--- src/hdl/pru_pkg.sv ---
`timescale 1ns / 1ps

package pru_pkg;

  // result kinds
  localparam logic [1:0] KIND_PIXEL = 2'd0;
  localparam logic [1:0] KIND_PAD   = 2'd1;
  localparam logic [1:0] KIND_DROP  = 2'd2;

  // input modes
  localparam logic MODE_PUSH = 1'b0;
  localparam logic MODE_PULL = 1'b1;

  // configuration register indexes
  localparam int CFG_ADDR_W = 2;
  localparam int CFG_DATA_W = 16;
  localparam logic [CFG_ADDR_W-1:0] CFG_SCALE     = 2'd0;
  localparam logic [CFG_ADDR_W-1:0] CFG_IN_WIDTH  = 2'd1;
  localparam logic [CFG_ADDR_W-1:0] CFG_IN_HEIGHT = 2'd2;

  localparam int SCALE_W  = 7;
  localparam int WIDTH_W  = 11;
  localparam int HEIGHT_W = 16;

  typedef logic [23:0] pru_pix_t;

  typedef struct packed {
    logic       mode;
    logic [7:0] blue;
    logic [7:0] green;
    logic [7:0] red;
  } pru_in_t;

  typedef struct packed {
    logic [1:0] kind;
    logic [7:0] out_blue;
    logic [7:0] out_green;
    logic [7:0] out_red;
    logic       row_end;
    logic       image_end;
  } pru_out_t;

  // result descriptor handed from the sequencer to the output stage
  typedef struct packed {
    logic [1:0] kind;
    logic       use_mem;
    logic       row_end;
    logic       image_end;
  } pru_tag_t;

endpackage

--- src/hdl/pru_out.sv ---
`timescale 1ns / 1ps

module pru_out (
  input  logic                clk,
  input  logic                rst_n,
  input  logic                tag_valid,
  input  pru_pkg::pru_tag_t   tag,
  input  pru_pkg::pru_pix_t   rdata,
  output logic                busy,
  output logic                out_valid,
  input  logic                out_stall,
  output pru_pkg::pru_out_t   out_data
);
  import pru_pkg::*;

  logic     s1_valid_r, s1_valid_nxt;
  pru_tag_t s1_tag_r;
  logic     out_valid_r, out_valid_nxt;
  pru_out_t out_data_r, out_data_nxt;
  logic     adv;

  // stage 1 moves on when the output register is empty or being drained
  assign adv  = s1_valid_r && (!out_valid_r || !out_stall);
  assign busy = s1_valid_r && !adv;

  always_comb begin
    s1_valid_nxt  = tag_valid || (s1_valid_r && !adv);
    out_valid_nxt = out_valid_r && out_stall;
    out_data_nxt  = out_data_r;
    if (adv) begin
      out_valid_nxt          = 1'b1;
      out_data_nxt.kind      = s1_tag_r.kind;
      out_data_nxt.row_end   = s1_tag_r.row_end;
      out_data_nxt.image_end = s1_tag_r.image_end;
      out_data_nxt.out_blue  = s1_tag_r.use_mem ? rdata[7:0]   : 8'd0;
      out_data_nxt.out_green = s1_tag_r.use_mem ? rdata[15:8]  : 8'd0;
      out_data_nxt.out_red   = s1_tag_r.use_mem ? rdata[23:16] : 8'd0;
    end
  end

  always_ff @(posedge clk) begin
    if (!rst_n) begin
      s1_valid_r  <= 1'b0;
      out_valid_r <= 1'b0;
    end else begin
      s1_valid_r  <= s1_valid_nxt;
      out_valid_r <= out_valid_nxt;
    end
  end

  always_ff @(posedge clk) begin
    if (tag_valid) begin
      s1_tag_r <= tag;
    end
    out_data_r <= out_data_nxt;
  end

  assign out_valid = out_valid_r;
  assign out_data  = out_data_r;

endmodule

--- config.mk ---
export PLATFORM = sky130hd
export DESIGN_NAME = pru_out
export DESIGN_NICKNAME = d
export VERILOG_FILES = /design/src/hdl/pru_pkg.sv /design/src/hdl/pru_out.sv
export SDC_FILE = /design/constraint.sdc
export NUM_CORES = 1
export LEC_CHECK = 0
export BUFFER_PORTS_ARGS = -buffer_cell sky130_fd_sc_hd__buf_2
export CAP_MARGIN = 20
export CORE_MARGIN = 3
export CORE_UTILIZATION = 45
export DETAILED_ROUTE_END_ITERATION = 12
export HOLD_SLACK_MARGIN = 0.15
export PLACE_DENSITY = 0.85
export REMOVE_ABC_BUFFERS = 1
export SLEW_MARGIN = 15
export SYNTH_ARGS = -nofsm -noshare
export SYNTH_HDL_FRONTEND = slang
export SYNTH_SLANG_ARGS = --single-unit
--- constraint.sdc ---
create_clock -name clk -period 6.82 [get_ports clk]
set_input_delay 0.682 -clock clk [delete_from_list [all_inputs] [get_ports clk]]
set_output_delay 0.682 -clock clk [all_outputs]
set_load 0.005 [all_outputs]
==> key figures <==
Run status
  – Status: complete, no violations

Setup path
  – Startpoint types: input port
  – Critical-path top delay cell: and3_4
  – Buf/Inv on CP: 2
  – Crit-path leading delay family: buffers and inverters
  – Critical path type: in2out
  – WP data required: 6140 ps
  – Critical path depth: 3
  – Crit end category: primary output
  – Arr. time, crit path: 1080 ps
  – Reg2Reg Depth: 2
  – Crit Path Max Fanout: 3
  – Most used cell, CP: buf_2
  – Critical-path cell list: buf_2 -> and3_4 -> buf_2
  – Max incr delay on CP: 180 ps

STA
  – Max-slew violation count: 0
  – Final Hold Violating Endpoints: 0
  – Final WS setup: 5060 ps
  – Tcrit/Tclk final: approximately 26%
  – Layout Skew: 3.27 ps
  – RSZ-0062 raised after global routing: false
  – Total negative setup slack: 0 ps
  – # setup viols final: 0
  – Worst slew margin relative to its limit: ~58%
  – Tmin final: between 1500 and 2000 ps
  – Worst Max-Slew Pin Slew: about 630 ps
  – Fmax: 567 MHz

Global route
  – Pin count of the biggest net entering global routing: 25
  – Vias in the first global route: 759
  – First-pass GRT wire length: 3.23 mm
  – All-Layer GR Usage: between 10% and 20%
  – Initial antenna violation count: 0
  – GRT overflow: 0

Final layout
  – Final nets: 167
  – Layout cells sized above 1: 67.4%
  – Antenna Cells: 0
  – Synth-to-layout area growth: 32.0%
  – Filler cells: around 210
  – Finished Cell Area: 1670 µm²
  – Core Util, Final: 65.1%

Synthesis
  – Largest cells by area after synthesis: edfxtp_1 (78%), and2_2 (11%), dfxtp_1 (3.2%)
  – Most instantiated library cell after synthesis: edfxtp_1
  – Async set or reset register ratio after synthesis: 0%
  – Mapped Cells: 66
  – Yosys top cell by area: edfxtp_1
  – Synth warnings: 0
  – Flops & latches, synth: 35
  – Top FF cell, synth: edfxtp_1
  – Mapped Area: between 1000 and 1500 µm²
  – Commonest cells in the netlist: edfxtp_1 (33), and2_2 (19), and2_1 (5)
  – EDFF count, synth: 33
  – Synth Area per Inst: 19.2 µm²
  – Netlist cell types: 10
  – Yosys top cell area share: between 70% and 80%
  – Register area share after synthesis: 81.5%

Drt
  – Drt drc: 0
  – ANT nets after route: 0
  – WL/cell: 12.8 µm
  – Vias: 741
  – Via density: 4.49
  – Drt first pass iters: 4
  – Routed wire length: 2.11 mm
  – Drt initial violations: 10

Clock tree
  – CTS hold repair buffers: 0
  – Clk sink count: 35
  – Post-CTS sizing: 0
  – Post-CTS Setup Inserts: 0
  – CTS root buf: clkbuf_4
  – CTS Buf Count: 5
  – CTS tree: done
  – H-tree Lvls: 2
  – Worst skew pair latency: 320 ps
  – Clk pin slew, worst setup/hold paths: 100 ps
  – Clock Path Buffers: 2

Placement
  – Port Buffers: 62
  – Final RePlAce weighted congestion: 0.622
  – Cell Area, Placed: roughly 1600 µm²
  – Place WS: 4790 ps

Die
  – Area of the core: 2570 µm²
  – Die area: 3480 µm²
  – Die Width: 59.0 µm
  – Die extent in y: 59.0 µm
  – Standard-cell rows: 18
  – Initial Utilization: 49.3%
  – # IOs: 63

Run
  – Max-Cap Viols: 0

Power and ir drop
  – Leakage power: 0.000715 µW
  – P per Cell Area: 244 nW/µm²
  – Worst vdd ir: 0.000164 V

Min path
  – Hold crit path type: reg2reg
  – Hold depth: 0
cells by family (layout without fill, tap and decap cells):
| group | Yosys count | after routing | synth area share (%) |
|---|---|---|---|
| buffers and inverters | 2 | 71 | 1.78 |
| DFF | 35 | 35 | 81.5 |
| AOI/OAI and AO/OA | 3 | 3 | 1.58 |
| and+or+nand+nor | 26 | 26 | 15.1 |
cell usage in the layout, fill, tap and decap left out:
master	synthesis	final
nor2b_1	1	1
clkbuf_1	0	1
a21boi_2	0	1
edfxtp_1	33	33
and2_2	19	19
clkbuf_8	0	2
and2_1	5	5
clkbuf_4	0	5
o21a_1	1	1
dfxtp_1	2	2
a21oi_1	1	1
buf_4	0	1
and3_4	1	1
buf_2	0	62
per-stage QoR:
| stage | power, µW | cells | hold WS [ps] |
|---|---|---|---|
| finish | 408 | 165 | 428 |
| global route | 427 | 165 | 435 |
| CTS | 412 | 165 | 428 |
| detailed placement | 292 | 157 | 405 |
| global placement | 290 | 157 | 405 |
| floorplan | 271 | 64 | 400 |
path summary, 6_finish.rpt:
check | start | to | slack (ps)
setup / recovery | out_stall | busy | 5060
hold reg to reg | s1_tag_r[3] | out_data[26] | 430
hold / removal | s1_tag_r[3] | out_data[26] | 430
setup reg to reg | s1_valid_r | out_data[15] | 5260
layer usage:
| layer | wire [µm] | vias up | global-route usage [%] | part of all wire, % |
|---|---|---|---|---|
| met2 | 1100 | 39 | 22.7 | 52 |
| met4 | 30 | 0 | 5.83 | 1.4 |
| met1 | 769 | 328 | 14.0 | 36 |
| li1 | - | 370 | - | - |
| met3 | 213 | 4 | 5.45 | 10 |
| met5 | 0 | - | 0 | 0 |
cell type report:
cell class / instances / area [µm²] / area share [%]
clock buffers: 8 / 68.8 / 4.12
well taps: 30 / 37.5 / 2.25
repair buffers: 63 / 318 / 19.0
multi-input cells: 29 / 215 / 12.9
flip-flops and latches: 35 / 1030 / 61.7
sequential cells by signal, summed over array words and instances, names as in the netlist:
signal and cells:
out_data 28, s1_tag_r 5, out_valid 1, s1_valid_r 1
where the power goes:
group	internal, µW	switching, µW	total [µW]
clock network	60.7	60.6	121
logic	18.9	13.3	32.1
registers	249	4.95	254
No activity file was read; power rests on OpenSTA's default activity.
