File: config.mk
export PLATFORM = sky130hd
export DESIGN_NAME = pru_ctrl
export DESIGN_NICKNAME = d
export VERILOG_FILES = /design/src/hdl/pru_pkg.sv /design/src/hdl/pru_ctrl.sv
export SDC_FILE = /design/constraint.sdc
export NUM_CORES = 1
export LEC_CHECK = 0
export ABC_AREA = 0
export BUFFER_PORTS_ARGS = -buffer_cell sky130_fd_sc_hd__buf_4
export CAP_MARGIN = 0
export CORE_ASPECT_RATIO = 1.4
export CORE_MARGIN = 4
export CORE_UTILIZATION = 60
export CTS_CLUSTER_DIAMETER = 50
export DETAILED_ROUTE_END_ITERATION = 6
export GPL_ROUTABILITY_DRIVEN = 0
export GPL_TIMING_DRIVEN = 0
export PLACE_DENSITY = 0.81
export SYNTH_ARGS = -nofsm -noshare
export SYNTH_HDL_FRONTEND = slang
export SYNTH_SLANG_ARGS = --single-unit
export TNS_END_PERCENT = 30
File: constraint.sdc
create_clock -name clk -period 5.75 [get_ports clk]
set_input_delay 0.575 -clock clk [delete_from_list [all_inputs] [get_ports clk]]
set_output_delay 0.575 -clock clk [all_outputs]
set_load 0.05 [all_outputs]
File: src/hdl/pru_pkg.sv
`timescale 1ns / 1ps

package pru_pkg;

  // result kinds
  localparam logic [1:0] KIND_PIXEL = 2'd0;
  localparam logic [1:0] KIND_PAD   = 2'd1;
  localparam logic [1:0] KIND_DROP  = 2'd2;

  // input modes
  localparam logic MODE_PUSH = 1'b0;
  localparam logic MODE_PULL = 1'b1;

  // configuration register indexes
  localparam int CFG_ADDR_W = 2;
  localparam int CFG_DATA_W = 16;
  localparam logic [CFG_ADDR_W-1:0] CFG_SCALE     = 2'd0;
  localparam logic [CFG_ADDR_W-1:0] CFG_IN_WIDTH  = 2'd1;
  localparam logic [CFG_ADDR_W-1:0] CFG_IN_HEIGHT = 2'd2;

  localparam int SCALE_W  = 7;
  localparam int WIDTH_W  = 11;
  localparam int HEIGHT_W = 16;

  typedef logic [23:0] pru_pix_t;

  typedef struct packed {
    logic       mode;
    logic [7:0] blue;
    logic [7:0] green;
    logic [7:0] red;
  } pru_in_t;

  typedef struct packed {
    logic [1:0] kind;
    logic [7:0] out_blue;
    logic [7:0] out_green;
    logic [7:0] out_red;
    logic       row_end;
    logic       image_end;
  } pru_out_t;

  // result descriptor handed from the sequencer to the output stage
  typedef struct packed {
    logic [1:0] kind;
    logic       use_mem;
    logic       row_end;
    logic       image_end;
  } pru_tag_t;

endpackage

File: src/hdl/pru_ctrl.sv
`timescale 1ns / 1ps

module pru_ctrl #(
  parameter int MAX_WIDTH = 1024,
  parameter int MAX_SCALE = 100,
  parameter int ADDR_W    = 10
) (
  input  logic                             clk,
  input  logic                             rst_n,
  input  logic                             cfg_we,
  input  logic [pru_pkg::CFG_ADDR_W-1:0]   cfg_addr,
  input  logic [pru_pkg::CFG_DATA_W-1:0]   cfg_wdata,
  input  logic                             accept,
  input  pru_pkg::pru_in_t                 in_data,
  output logic                             tag_valid,
  output pru_pkg::pru_tag_t                tag,
  output logic                             mem_we,
  output logic [ADDR_W-1:0]                mem_waddr,
  output pru_pkg::pru_pix_t                mem_wdata,
  output logic                             mem_ren,
  output logic [ADDR_W-1:0]                mem_raddr
);
  import pru_pkg::*;

  localparam int WIDX_W = $clog2(MAX_WIDTH + 1);
  localparam int SC_W   = $clog2(MAX_SCALE + 1);

  logic [SCALE_W-1:0]  cfg_scale_r;
  logic [WIDTH_W-1:0]  cfg_width_r;
  logic [HEIGHT_W-1:0] cfg_height_r;

  logic [WIDX_W-1:0]   write_index_r, write_index_nxt;
  logic                replay_r, replay_nxt;
  logic [WIDX_W-1:0]   source_index_r, source_index_nxt;
  logic [SC_W-1:0]     pixel_repeat_r, pixel_repeat_nxt;
  logic [SC_W-1:0]     row_repeat_r, row_repeat_nxt;
  logic [1:0]          pad_left_r, pad_left_nxt;
  logic [HEIGHT_W-1:0] rows_done_r, rows_done_nxt;

  logic [WIDX_W-1:0]   w_eff;
  logic [SC_W-1:0]     n_eff;
  logic [HEIGHT_W-1:0] h_eff;
  logic [WIDX_W:0]     write_inc;
  logic [WIDX_W:0]     source_inc;
  logic [SC_W:0]       pixel_inc;
  logic [SC_W:0]       row_inc;
  logic [HEIGHT_W:0]   rows_inc;
  logic [1:0]          pad_mul;
  logic                finish;
  logic                img_end;

  // configuration registers
  always_ff @(posedge clk) begin
    if (!rst_n) begin
      cfg_scale_r  <= SCALE_W'(1);
      cfg_width_r  <= WIDTH_W'(1);
      cfg_height_r <= HEIGHT_W'(1);
    end else if (cfg_we) begin
      case (cfg_addr)
        CFG_SCALE:     cfg_scale_r  <= cfg_wdata[SCALE_W-1:0];
        CFG_IN_WIDTH:  cfg_width_r  <= cfg_wdata[WIDTH_W-1:0];
        CFG_IN_HEIGHT: cfg_height_r <= cfg_wdata[HEIGHT_W-1:0];
        default: ;
      endcase
    end
  end

  // clamp out-of-range settings
  always_comb begin
    if (cfg_width_r == '0) begin
      w_eff = WIDX_W'(1);
    end else if (32'(cfg_width_r) > MAX_WIDTH) begin
      w_eff = WIDX_W'(MAX_WIDTH);
    end else begin
      w_eff = WIDX_W'(cfg_width_r);
    end
    if (cfg_scale_r == '0) begin
      n_eff = SC_W'(1);
    end else if (32'(cfg_scale_r) > MAX_SCALE) begin
      n_eff = SC_W'(MAX_SCALE);
    end else begin
      n_eff = SC_W'(cfg_scale_r);
    end
    h_eff = (cfg_height_r == '0) ? HEIGHT_W'(1) : cfg_height_r;
  end

  assign write_inc  = {1'b0, write_index_r} + 1'b1;
  assign source_inc = {1'b0, source_index_r} + 1'b1;
  assign pixel_inc  = {1'b0, pixel_repeat_r} + 1'b1;
  assign row_inc    = {1'b0, row_repeat_r} + 1'b1;
  assign rows_inc   = {1'b0, rows_done_r} + 1'b1;
  // (w*n) mod 4 only needs the low two bits of each factor
  assign pad_mul    = 2'(w_eff) * 2'(n_eff);

  always_comb begin
    write_index_nxt  = write_index_r;
    replay_nxt       = replay_r;
    source_index_nxt = source_index_r;
    pixel_repeat_nxt = pixel_repeat_r;
    row_repeat_nxt   = row_repeat_r;
    pad_left_nxt     = pad_left_r;
    rows_done_nxt    = rows_done_r;
    tag_valid        = 1'b0;
    tag              = '0;
    mem_we           = 1'b0;
    mem_waddr        = ADDR_W'(write_index_r);
    mem_wdata        = {in_data.red, in_data.green, in_data.blue};
    mem_ren          = 1'b0;
    mem_raddr        = ADDR_W'(source_index_r);
    finish           = 1'b0;
    img_end          = 1'b0;

    if (accept) begin
      if (in_data.mode == MODE_PUSH) begin
        if (replay_r) begin
          tag_valid = 1'b1;
          tag.kind  = KIND_DROP;
        end else begin
          mem_we          = (32'(write_index_r) < MAX_WIDTH);
          write_index_nxt = WIDX_W'(write_inc);
          if (write_inc >= {1'b0, w_eff}) begin
            replay_nxt       = 1'b1;
            source_index_nxt = '0;
            pixel_repeat_nxt = '0;
            row_repeat_nxt   = '0;
            pad_left_nxt     = '0;
          end
        end
      end else if (replay_r) begin
        tag_valid = 1'b1;
        if (pad_left_r != 2'd0) begin
          tag.kind     = KIND_PAD;
          pad_left_nxt = pad_left_r - 2'd1;
          if (pad_left_r == 2'd1) begin
            tag.row_end = 1'b1;
            finish      = 1'b1;
          end
        end else begin
          tag.kind    = KIND_PIXEL;
          tag.use_mem = (32'(source_index_r) < MAX_WIDTH);
          mem_ren     = tag.use_mem;
          pixel_repeat_nxt = SC_W'(pixel_inc);
          if (pixel_inc >= {1'b0, n_eff}) begin
            pixel_repeat_nxt = '0;
            source_index_nxt = WIDX_W'(source_inc);
            if (source_inc >= {1'b0, w_eff}) begin
              if (pad_mul != 2'd0) begin
                pad_left_nxt = pad_mul;
              end else begin
                tag.row_end = 1'b1;
                finish      = 1'b1;
              end
            end
          end
        end
      end
    end

    // close an output row
    if (finish) begin
      row_repeat_nxt   = SC_W'(row_inc);
      source_index_nxt = '0;
      pixel_repeat_nxt = '0;
      pad_left_nxt     = '0;
      if (row_inc >= {1'b0, n_eff}) begin
        row_repeat_nxt  = '0;
        replay_nxt      = 1'b0;
        write_index_nxt = '0;
        if (rows_inc >= {1'b0, h_eff}) begin
          img_end       = 1'b1;
          rows_done_nxt = '0;
        end else begin
          rows_done_nxt = HEIGHT_W'(rows_inc);
        end
      end
    end
    tag.image_end = img_end;
  end

  always_ff @(posedge clk) begin
    if (!rst_n) begin
      write_index_r  <= '0;
      replay_r       <= 1'b0;
      source_index_r <= '0;
      pixel_repeat_r <= '0;
      row_repeat_r   <= '0;
      pad_left_r     <= '0;
      rows_done_r    <= '0;
    end else begin
      write_index_r  <= write_index_nxt;
      replay_r       <= replay_nxt;
      source_index_r <= source_index_nxt;
      pixel_repeat_r <= pixel_repeat_nxt;
      row_repeat_r   <= row_repeat_nxt;
      pad_left_r     <= pad_left_nxt;
      rows_done_r    <= rows_done_nxt;
    end
  end

endmodule

==> results.cfg, run 1 <==
[status]
outcome = finished, final reports clean

[yosys]
syn_inst = 761
avgSynthCellArea_sq_um = 8.010
synth_xor_area_share_pct = 7.471
synthArstFlopShare_pct = 0
synth_compound_area_share_pct = 17.75
synthAdderAreaFrac_pct = 11.70
syn_nets = 865
ys_warn_count = 0
synth-seq-cells = 89
yosys.area.top_type = dfxtp_1
synth_top_area_share_pct = 29.23
synth-simple-area-share_pct = 21.88
synth_top_family_by_area = simple AND/OR/NAND/NOR gates
ys_top_cells_by_area = dfxtp_1 (29%), ha_1 (12%), nand2_1 (6.4%)
ys.flop_type = dfxtp_1
synth_enable_flop_cells = 0
synth_area_sq_mm = 0.006096
yosysMostFrequentCell = nand2_1
yosysSeqAreaShare_pct = 29.23
synth.distinct_cells = 66
yosys-top-cells-count = nand2_1 (104), dfxtp_1 (89), nor2_1 (76), a21oi_1 (60), ha_1 (57)
muxShareOfSynthArea_pct = 2.812

[global_route]
grt_pass1_wl_mm = 24.93
grt_pass1_vias = 5513
track_usage_pct = 25.86
antenna_found_initial = 0
grt_max_degree = 19
overflow = 0

[pwr]
power_mw = 1.459
power_frac_comb_pct = 16.4
power.internal_mw = 1.018
switching_power_uw = 441.0
p_sw_share_pct = 30.23
seqPwrFrac_pct = 43.7
p_clk_share_pct = 40.0
powerDensity_mw_per_mm2 = 205.6
p_leak_nw = 3.085
ir_worst_vdd_uv = 211.6

[setup_path]
reg2reg_slack_ns = 1.48
crit_path_max_incr_delay_ns = 0.64
timing.rr.start = rows_done_r[0]$_SDFFE_PN0P_
cp_slowest_cell = a2111oi_0
start_kind = flop
crit_required_ns = 5.18
path_max_fanout = 10
critPathCaptureType = primary output
path_class = reg -> out
cp_cell_sequence = ha_1 -> and3_1 -> and3_1 -> clkbuf_1 -> nand3_1 -> nor2_1 -> xor2_1 -> ha_1 -> a21oi_1 -> nor2b_1 -> o21ai_0 -> a31oi_1 -> a2111oi_0 -> clkbuf_1 -> nor2_1 -> buf_4 -> buf_4
worst_ep_arrival_time_ns = 4.61
r2r_cells = 16
r2r_end = rows_done_r[3]$_SDFFE_PN0P_

[floorplanning]
placementRows = 43
die_h_um = 127.3
core_region_area_sq_mm = 0.009899
die_w_um = 93.19
start_util_pct = 61.58
ioPinCount = 99
die-area_sq_mm = 0.01186

[clock_network]
cts.reportedPaths.clkPinSlew_ns = 0.07
cts_hold_buffers = 0
cts_buffers = 9
cts_resized = 0
cts_tree = built
post-cts-setup-buffers = 0
cts_htree_levels = 3
insertion_delay_ns = 0.35
cts-root-buf = clkbuf_16
cts_sinks = 89
cts_buffer_depth = 2

[timing]
min_period_ns = 5.189
max_freq_ghz = 0.1927
drv_slew = 0
rsz0062_at_grt = no
fin_skew_ns = 0.008230
finalHoldViolations = 0
tightest_slew_ns = 1.148
fin_setup_tns_ns = 0
setup_violations = 0
post-route-period-util_pct = 90.24
whs_ns = 0.4689
slew_headroom_pct = 22.85

[min_path]
worstHoldPathCells = 3
worst_hold_path.endpoint = cfg_height_r[15]$_SDFFE_PN0P_
worstHoldStart = cfg_wdata[15]
hp-class = in -> reg

[detailed_routing]
drtAntennaViolNets = 0
num_vias = 5775
drt_pre_antenna_iters = 5
drt-vias-per-instance = 5.869
detail_route.iter0.violations = 325
wl_per_cell_um = 15.53
totalWireLength_mm = 15.28
drc = 0

[final_layout]
syn_to_final_growth_pct = 16.44
drive_gt1_share_pct = 18.26
n_antenna_cell = 0
final_net_count = 948

[flow_run]
cap_viol_max_count = 0

[placement]
portBuffers = 72
dpl.hpwl_mm = 12.10
[area by class of cell]
cell class | count | area (sq um)
plain buffers | 73 | 452.9
clock buffers | 9 | 225.2
clock inverters | 7 | 67.56
fillers | 827 | 2801
inverters | 28 | 105.1
multi-input cells | 571 | 3756
flip-flops and latches | 89 | 1782
well taps | 135 | 168.9
repair buffers | 72 | 540.5
[layer usage]
layer	share of wire [%]	up-vias	global-route usage [%]	routed length (um)
met3	5.5	40	3.828	836
met2	53	223	47.98	8093
li1	-	2810	-	-
met1	38	2702	28.59	5856
met5	0	-	0	0
met4	3.2	0	11.82	493
[per-stage QoR]
stage | setup slack (ns) | instance area (sq um) | util [%] | cells
2_1_floorplan | 1.850 | 6096 | - | 761
3_3_place_gp | 1.009 | 6805 | 68.74 | 968
3_5_place_dp | 0.9748 | 6805 | 68.74 | 968
4_1_cts | 0.5728 | 7098 | 71.70 | 984
5_1_grt | 0.1523 | 7098 | 71.70 | 984
6_report | 0.5615 | 7098 | 71.70 | 984
[layout by cell type, fill, tap and decap left out, types with 8 or more instances in the layout]
cell / n
a21o_1: 13
a21oi_1: 60
a32o_1: 8
and3_1: 10
buf_4: 118
clkbuf_1: 20
clkbuf_16: 9
dfxtp_1: 89
ha_1: 57
inv_1: 26
mux2i_1: 16
nand2_1: 104
nand3_1: 34
nand4_1: 9
nor2_1: 76
nor3_1: 8
o21ai_0: 26
xnor2_1: 27
xor2_1: 25
[power groups by stage]
stage | logic [mW] | clock network (mW) | registers [mW]
after floorplan | 0.169 | 0 | 0.648
after global placement | 0.230 | 0 | 0.651
after detailed placement | 0.237 | 0 | 0.651
after CTS | 0.237 | 0.592 | 0.637
after global routing | 0.258 | 0.616 | 0.638
final | 0.239 | 0.583 | 0.637
[flip-flops by register name (all words and copies together) (netlist names)]
name	flops
cfg_width_r	11
replay_r	1
pixel_repeat_r	7
rows_done_r	16
row_repeat_r	7
cfg_scale_r	7
source_index_r	11
write_index_r	11
pad_left_r	2
cfg_height_r	16
[how the worst max path moves through the flow]
stage | start | endpoint
floorplan | rows_done_r[0]$_SDFFE_PN0P_ | tag[0]
finish | rows_done_r[0]$_SDFFE_PN0P_ | tag[0]
global placement | rows_done_r[0]$_SDFFE_PN0P_ | tag[0]
CTS | rows_done_r[0]$_SDFFE_PN0P_ | tag[0]
global route | rows_done_r[0]$_SDFFE_PN0P_ | tag[0]
detailed placement | rows_done_r[0]$_SDFFE_PN0P_ | tag[0]
[cell families after synthesis]
group / after synthesis
AOI/OAI and AO/OA: 162
buffers and inverters: 101
DFF: 89
xor gates and xnor gates: 52
adders and majority gates: 57
muxes: 17
and+or+nand+nor: 283
[critical path, delay by kind of cell (launching register included)]
family	cells	cell delay, ns
AOI/OAI and AO/OA	4	1.06
xor gates and xnor gates	1	0.28
adders and majority gates	2	0.54
buffers and inverters	4	0.97
DFF	1	0.44
and+or+nand+nor	6	0.98
(Power assumes the default switching activity.)
==> inputs of run 2 (changes only) <==
--- a/config.mk
+++ b/config.mk
@@ -10,12 +10,12 @@
 export CAP_MARGIN = 0
 export CORE_ASPECT_RATIO = 1.4
 export CORE_MARGIN = 4
-export CORE_UTILIZATION = 60
+export CORE_UTILIZATION = 45
 export CTS_CLUSTER_DIAMETER = 50
 export DETAILED_ROUTE_END_ITERATION = 6
 export GPL_ROUTABILITY_DRIVEN = 0
 export GPL_TIMING_DRIVEN = 0
-export PLACE_DENSITY = 0.81
+export PLACE_DENSITY = 0.63
 export SYNTH_ARGS = -nofsm -noshare
 export SYNTH_HDL_FRONTEND = slang
 export SYNTH_SLANG_ARGS = --single-unit
==> constraint.sdc (replaced) <==
create_clock -name clk -period 5.6 [get_ports clk]
set_input_delay 0.56 -clock clk [delete_from_list [all_inputs] [get_ports clk]]
set_output_delay 0.56 -clock clk [all_outputs]
set_load 0.05 [all_outputs]
==> results.cfg, run 2 (synthesis results as in run 1) <==
[pwr]
p_leak_nw = 3.084
power_mw = 1.508
ir_worst_vdd_uv = 155.8
powerDensity_mw_per_mm2 = 210.6

[clock_network]
cts_htree_levels = 3
cts_sinks = 89
post-cts-setup-buffers = 0
cts_buffers = 9
cts-root-buf = clkbuf_16
insertion_delay_ns = 0.35
cts_tree = built
cts_hold_buffers = 0
cts_resized = 0
cts_buffer_depth = 2
cts.reportedPaths.clkPinSlew_ns = 0.07

[floorplanning]
placementRows = 50
die-area_sq_mm = 0.01550
die_w_um = 106.4
die_h_um = 145.7
start_util_pct = 45.75
ioPinCount = 99
core_region_area_sq_mm = 0.01333

[flow_run]
cap_viol_max_count = 0

[final_layout]
layout_commonest_cell = buf_4
syn_to_final_growth_pct = 17.47
drive_gt1_share_pct = 18.26
multi_input_area_sq_mm = 0.003757
mostFrequentLayoutCells = buf_4 (118), nand2_1 (104), dfxtp_1 (89)
n_fill_cell = 1258
regArea_sq_mm = 0.001782
top_regs = cfg_height_r: 16 flops, rows_done_r: 16 flops
n_antenna_cell = 0
design_area_sq_mm = 0.007161
final_net_count = 948

[min_path]
worstHoldStart = cfg_wdata[7]
hp-class = in -> reg
worst_hold_path.endpoint = cfg_width_r[7]$_SDFFE_PN0P_
worstHoldPathCells = 3

[detailed_routing]
num_vias = 5704
detail_route.iter0.violations = 253
wl_per_cell_um = 15.59
drc = 0
totalWireLength_mm = 16.07
drt-vias-per-instance = 5.532
drtAntennaViolNets = 0
drt_pre_antenna_iters = 5

[setup_path]
start_kind = flop
worst_ep_arrival_time_ns = 4.61
r2r_cells = 16
critPathCaptureType = primary output
path_class = reg -> out
timing.rr.start = rows_done_r[0]$_SDFFE_PN0P_
reg2reg_slack_ns = 1.36
path_max_fanout = 10
crit_required_ns = 5.04
r2r_end = rows_done_r[8]$_SDFFE_PN0P_

[timing]
rsz0062_at_grt = no
min_period_ns = 5.170
fin_skew_ns = 0.01067
whs_ns = 0.4465
slew_headroom_pct = 19.02
tightest_slew_ns = 1.205
fin_ws_ns = 0.4305
fin_setup_tns_ns = 0
drv_slew = 0
finalHoldViolations = 0
post-route-period-util_pct = 92.31
setup_violations = 0
max_freq_ghz = 0.1934

[global_route]
antenna_found_initial = 0
overflow = 0
track_usage_pct = 20.61
grt_pass1_wl_mm = 26.03
grt_max_degree = 19
grt_pass1_vias = 5543

[placement]
dpl.hpwl_mm = 12.64
portBuffers = 72
dp_slack_ns = 0.6899
placed_cell_area_sq_mm = 0.006864

[status]
outcome = finished, final reports clean
==> run 2: changes by cell type in the layout (fill, tap and decap cells not counted) <==
| cell | change |
|---|---|
| a2111oi_0 | -1 |
| a2111oi_1 | +1 |
| clkinv_4 | +1 |
| clkinv_8 | +1 |
| inv_8 | -2 |
==> run 2: through the flow <==
stage / utilization, % / cells
after CTS: 53.73 / 1031
after floorplan: - / 761
after detailed placement: 51.51 / 1015
after global routing: 53.74 / 1031
after global placement: 51.51 / 1015
final: 53.74 / 1031
==> run 2: layout make-up <==
class,instances,area share (%)
sequential,89,24.88
multi-input combinational,571,52.47
clock buffer,9,3.145
tap,182,3.180
clock inverter,7,0.9785
buffer,73,6.325
timing repair buffer,72,7.548
inverter,28,1.468
==> run 2: worst max-delay path, stage by stage (launching register included) <==
cell and delay (ns):
dfxtp_1 0.46, ha_1 0.27, and3_1 0.27, and3_1 0.17
clkbuf_1 0.21, nand3_1 0.20, nor2_1 0.17, xor2_1 0.32
ha_1 0.31, a21oi_1 0.13, nor2b_1 0.05, o21ai_0 0.17
a31oi_1 0.14, a2111oi_1 0.55, clkbuf_1 0.41, nor2_1 0.10
buf_4 0.14, buf_4 0.18
==> run 2: power by group <==
part | total [mW] | switching [mW] | internal, mW
Clock | 0.605 | 0.291 | 0.314
Sequential | 0.654 | 0.0103 | 0.643
Combinational | 0.249 | 0.162 | 0.0871
Total | 1.51 | 0.464 | 1.04
==> run 2: metal layers <==
| metal | track usage (%) | share of wire, % |
|---|---|---|
| met4 | 9.332 | 4.0 |
| met3 | 3.862 | 5.0 |
| met2 | 37.34 | 52 |
| met5 | 0 | 0 |
| met1 | 23.02 | 39 |
==> run 2: worst max path at each step <==
| stage | startpoint | endpoint | cells past startpoint |
|---|---|---|---|
| 6_report | rows_done_r[0]$_SDFFE_PN0P_ | tag[0] | 17 |
| 5_1_grt | rows_done_r[0]$_SDFFE_PN0P_ | tag[0] | 17 |
| 4_1_cts | rows_done_r[0]$_SDFFE_PN0P_ | tag[0] | 17 |
| 3_5_place_dp | rows_done_r[0]$_SDFFE_PN0P_ | tag[0] | 17 |
| 3_3_place_gp | rows_done_r[0]$_SDFFE_PN0P_ | tag[0] | 17 |
| 2_1_floorplan | rows_done_r[0]$_SDFFE_PN0P_ | tag[0] | 14 |
